$ cat src/hw/rtl/gng_pkg.sv
// Shared types, constants and the generator update function of the noise generator.
`timescale 1ns / 1ps

package gng_pkg;

	localparam int STATE_W = 48;
	localparam int UNIFORM_COUNT_DEF = 12;

	localparam logic [34:0] LCG_MULT = 35'h5_DEEC_E66D;
	localparam logic [47:0] LCG_ADD = 48'hB;
	localparam logic [47:0] SEED_RESET = 48'h1234_ABCD_330E;

	// Register index of the seed in the configuration space.
	localparam logic REG_SEED = 1'b0;

	typedef enum logic [7:0] {
		ST_IDLE = 8'b0000_0001,
		ST_GEN  = 8'b0000_0010,
		ST_ACC  = 8'b0000_0100,
		ST_CTR  = 8'b0000_1000,
		ST_MLO  = 8'b0001_0000,
		ST_MHI  = 8'b0010_0000,
		ST_FN1  = 8'b0100_0000,
		ST_FN2  = 8'b1000_0000
	} gng_state_t;

	typedef struct packed {
		logic load;
		logic step;
		logic accum;
		logic center;
		logic mul_lo;
		logic mul_hi;
		logic fin1;
		logic fin2;
	} gng_cmd_t;

	// One step of the 48-bit congruential generator. Only the low 16 bits of the
	// upper partial product reach the kept 48 bits.
	function automatic logic [47:0] lcg_next(input logic [47:0] s);
		logic [66:0] lo_prod;
		logic [31:0] hi_prod;
		lo_prod = {32'b0, LCG_MULT} * {35'b0, s[31:0]};
		hi_prod = {16'b0, LCG_MULT[15:0]} * {16'b0, s[47:32]};
		return lo_prod[47:0] + {hi_prod[15:0], 32'b0} + LCG_ADD;
	endfunction

endpackage

$ cat src/hw/rtl/gng_ctrl.sv
// Sequencing state machine of the noise generator.
`timescale 1ns / 1ps

module gng_ctrl #(
	parameter int UNIFORM_COUNT = gng_pkg::UNIFORM_COUNT_DEF
) (
	input  logic               clk,
	input  logic               arst_n,
	input  logic               in_valid,
	output logic               in_stall,
	output logic               out_valid,
	input  logic               out_stall,
	output gng_pkg::gng_cmd_t  cmd
);

	localparam int CNT_W = $clog2(UNIFORM_COUNT + 1);

	gng_pkg::gng_state_t state_q, state_d;
	logic [CNT_W-1:0] count_q;
	logic out_valid_q;
	logic slot_free;

	assign in_stall  = (state_q != gng_pkg::ST_IDLE);
	assign out_valid = out_valid_q;
	assign slot_free = !out_valid_q || !out_stall;

	always_comb begin
		cmd = '0;
		state_d = state_q;
		case (state_q)
			gng_pkg::ST_IDLE: begin
				if (in_valid) begin
					cmd.load = 1'b1;
					state_d = gng_pkg::ST_GEN;
				end
			end
			gng_pkg::ST_GEN: begin
				cmd.step = 1'b1;
				cmd.accum = (count_q != '0);
				if (count_q == CNT_W'(UNIFORM_COUNT - 1)) begin
					state_d = gng_pkg::ST_ACC;
				end
			end
			gng_pkg::ST_ACC: begin
				cmd.accum = 1'b1;
				state_d = gng_pkg::ST_CTR;
			end
			gng_pkg::ST_CTR: begin
				cmd.center = 1'b1;
				state_d = gng_pkg::ST_MLO;
			end
			gng_pkg::ST_MLO: begin
				cmd.mul_lo = 1'b1;
				state_d = gng_pkg::ST_MHI;
			end
			gng_pkg::ST_MHI: begin
				cmd.mul_hi = 1'b1;
				state_d = gng_pkg::ST_FN1;
			end
			gng_pkg::ST_FN1: begin
				cmd.fin1 = 1'b1;
				state_d = gng_pkg::ST_FN2;
			end
			gng_pkg::ST_FN2: begin
				if (slot_free) begin
					cmd.fin2 = 1'b1;
					state_d = gng_pkg::ST_IDLE;
				end
			end
			default: begin
				state_d = gng_pkg::ST_IDLE;
			end
		endcase
	end

	always_ff @(posedge clk or negedge arst_n) begin
		if (!arst_n) begin
			state_q <= gng_pkg::ST_IDLE;
			count_q <= '0;
			out_valid_q <= 1'b0;
		end else begin
			state_q <= state_d;
			if (cmd.load) begin
				count_q <= '0;
			end else if (cmd.step) begin
				count_q <= count_q + 1'b1;
			end
			if (cmd.fin2) begin
				out_valid_q <= 1'b1;
			end else if (!out_stall) begin
				out_valid_q <= 1'b0;
			end
		end
	end

endmodule

$ cat config.mk
export PLATFORM = sky130hd
export DESIGN_NAME = gng_ctrl
export DESIGN_NICKNAME = d
export VERILOG_FILES = /design/src/hw/rtl/gng_pkg.sv /design/src/hw/rtl/gng_ctrl.sv
export SDC_FILE = /design/constraint.sdc
export NUM_CORES = 1
export LEC_CHECK = 0
export BUFFER_PORTS_ARGS = -buffer_cell sky130_fd_sc_hd__buf_2
export CORE_MARGIN = 2
export CORE_UTILIZATION = 45
export DETAILED_ROUTE_END_ITERATION = 8
export PLACE_DENSITY = 0.72
export SLEW_MARGIN = 40
export SYNTH_ARGS = -nofsm -noshare
export SYNTH_HDL_FRONTEND = slang
export SYNTH_SLANG_ARGS = --single-unit
$ cat constraint.sdc
create_clock -name clk -period 4.6 [get_ports clk]
set_input_delay 0.92 -clock clk [delete_from_list [all_inputs] [get_ports clk]]
set_output_delay 0.92 -clock clk [all_outputs]
set_load 0.005 [all_outputs]
==> summary.txt <==
Status
  – Status: finished, final reports clean

Logic synthesis
  – Post-synth EDFFs: 0
  – Seq/Total Area, Yosys: 0.433
  – Largest cells by area after synthesis: dfrtp_1, nor4b_1, nor2_1
  – Synth top area share: 0.398
  – Post-Synth Simple-Gate Area: 0.350
  – Post-synthesis mux area share: 0.0133
  – Cell area after synthesis: approximately 750 µm²
  – Yosys reg bits: 13
  – Synth Warn #: 0
  – FFs w/ async S/R, synth: 1.00
  – Netlist cell types: 34
  – Top cells by count, synth: dfrtp_1, nor2_1, inv_1, nand2_1, nor4b_1
  – Synth Area in Adders: 0.0332
  – Primary FF master, synth: dfrtp_1
  – Synthesized instance count: 79
  – XOR/XNOR share of the synthesized area: 0.0464
  – Compound-Gate Fraction of Synth Area: 0.0713
  – Mean Syn Cell Area: 9.55 µm²
  – Mapped Nets: 85
  – Top-count cell post-synth: dfrtp_1
  – Main combinational cell family by area after synthesis: simple AND/OR/NAND/NOR gates
  – Leading area contributor after synthesis: dfrtp_1

Worst setup path
  – Crit-path cells: nor4_2 > nand4b_1 > nor2_4 > buf_2
  – Crit path buf inv count: 1
  – CP Max Fanout: 11
  – Crit end category: output pin
  – CP Class: reg -> out
  – Worst path slowest cell: dfrtp_1
  – CP required: ~3.7 ns
  – WP data arrival: around 1.8 ns
  – Worst path top cell family by delay: simple AND/OR/NAND/NOR gates
  – Slowest cell delay on critical path: 0.50 ns
  – Worst setup SP type: flip-flop

Power
  – Cell Pwr Density: around 460 nW/µm²
  – Worst VDD drop: around 0.22 mV
  – Leakage: around 0.00042 µW

Final layout
  – Post-route cell area: approximately 850 µm²
  – Final net count: 100
  – ANT cells: 0
  – Share of cells above drive strength 1: 0.247
  – Area Growth Syn to Fin: 12.4%

Detailed routing
  – Via Count: 651
  – DRT antenna net count: 0
  – 1st-iter DRT viols: 13
  – Drt wl/cell: 14.9 µm
  – WL final: ~1600 µm
  – Via density per instance: about 6
  – First drt pass iteration count: 5
  – Residual DRC: 0

Global routing
  – Global route total overflow: 0
  – Initial antenna violation count: 0
  – Total Routing Usage GR: 0.181
  – First-pass GRT wire length: between 2000 and 3000 µm
  – Vias in the first global route: 601
  – Largest net degree at the start of global routing: 14

Timing
  – Period minus WS final: approximately 2.7 ns
  – Clock skew: about 0.0026 ns
  – Tcrit/Tclk final: 0.596
  – Setup TNS Final: 0 ns
  – Final setup vio count: 0
  – RSZ-0062 raised after global routing: false
  – Slew Limit Fails: 0
  – Relative slew slack: 0.733
  – Final Hold Viols: 0
  – Slew @ Worst Pin: between 0.3 and 0.4 ns
  – Fmax: roughly 0.36 GHz

CTS
  – Root Driver: clkbuf_4
  – Post-CTS Hold Buffers: 0
  – CTS Buffer Depth: 2
  – Post-cts resize count: 0
  – Setup repair bufs after CTS: 0
  – Clk sinks: 13
  – Worst-path clk slew: around 0.080 ns
  – TritonCTS clock tree: done
  – Skew-Pair Late Insertion Delay: around 0.28 ns
  – TritonCTS buffer count: 3
  – H-tree Lvls: 1

Die
  – Die Span Y: 44.9 µm
  – Die area: 2020 µm²
  – Core Region: approximately 1500 µm²
  – Initial Utilization: 0.489
  – Die Wd: approximately 45 µm
  – FP Rows: 14
  – Ports: 14

Placed design
  – Gpl congestion: between 0.7 and 0.8
  – DP HPWL: approximately 1100 µm
  – Port bufs: 13
  – Placed cell area: 822 µm²

Min path
  – Worst hold path class: in -> async

Run
  – Max-cap viol count: 0
-- flip-flops by register name, indices dropped and copies added (netlist names) --
signal,count
count_q,4
state_q,8
out_valid,1
-- layer usage --
| layer | global-route usage | wire length, µm | up-vias |
|---|---|---|---|
| met4 | 0.112 | 45 | 0 |
| met1 | 0.241 | 773 | 304 |
| met3 | 0.0560 | 84 | 7 |
| met5 | 0 | 0 | - |
| met2 | 0.254 | 720 | 24 |
| li1 | - | - | 316 |
-- cell type report --
class | count | area, µm²
clock buffer | 4 | 26.3
fill | 142 | 693
inverter | 6 | 22.5
multi-input combinational | 57 | 388
sequential | 13 | 327
tap | 16 | 20.0
timing repair buffer | 13 | 65.1
-- kinds of logic after synthesis --
family | after synthesis
AND/OR/NAND/NOR | 41
flip-flops | 13
AO/OA/AOI/OAI | 9
buffers and inverters | 9
XOR/XNOR | 4
adder cells (fa/ha/maj) | 2
multiplexers | 1
-- placed cells by master (no fill, tap or decap) --
| cell | instances |
|---|---|
| mux2i_1 | 1 |
| buf_2 | 13 |
| dfstp_2 | 1 |
| nor4b_1 | 4 |
| nor4_2 | 1 |
| nand2b_1 | 1 |
| xnor2_1 | 1 |
| dfrtp_1 | 12 |
| inv_2 | 1 |
| nor3b_1 | 1 |
| a21oi_1 | 3 |
| nand3_2 | 1 |
| nor3_2 | 1 |
| clkbuf_4 | 3 |
| and3_1 | 1 |
| nand2_1 | 5 |
| nor3_1 | 2 |
| o21ai_0 | 2 |
| clkbuf_1 | 1 |
| xor2_1 | 3 |
| nor2_1 | 9 |
| nor2_4 | 1 |
| inv_1 | 5 |
| a21o_1 | 1 |
| or2_2 | 1 |
| nand4b_1 | 3 |
| or4_1 | 1 |
| and4b_1 | 1 |
| a31oi_1 | 1 |
| nor4_1 | 3 |
| ha_1 | 2 |
| nand3b_1 | 2 |
| nand4_1 | 3 |
| a211oi_1 | 1 |
| o211ai_1 | 1 |
-- path summary, 6_finish.rpt --
check	startpoint	endpoint	depth (start not counted)	slack [ns]
setup / recovery	state_q[5]	cmd[7]	4	1.86
setup reg to reg	state_q[5]	count_q[1]	4	3.03
hold / removal	arst_n	state_q[1]	1	0.51
min in group clk	out_valid	out_valid	2	0.56
max in group asynchronous	arst_n	state_q[0]	1	3.81
hold reg to reg	out_valid	out_valid	2	0.56
-- stage by stage --
| stage | total power [µW] | std cells | hold slack [ns] | setup WS (ns) | utilization |
|---|---|---|---|---|---|
| after floorplan | 272 | 79 | 0.515 | 2.43 | - |
| after global placement | 312 | 105 | 0.529 | 2.25 | 0.533 |
| after detailed placement | 317 | 105 | 0.528 | 2.23 | 0.533 |
| after CTS | 391 | 109 | 0.526 | 1.87 | 0.550 |
| after global routing | 419 | 109 | 0.522 | 1.71 | 0.550 |
| final | 393 | 109 | 0.508 | 1.86 | 0.550 |
-- power by group --
group	total, µW	switching [µW]	internal, µW
sequential	166	28.4	138
clock	74.0	40.3	33.7
combinational	153	90.6	62.4
Power figures use the tool's default switching activity.
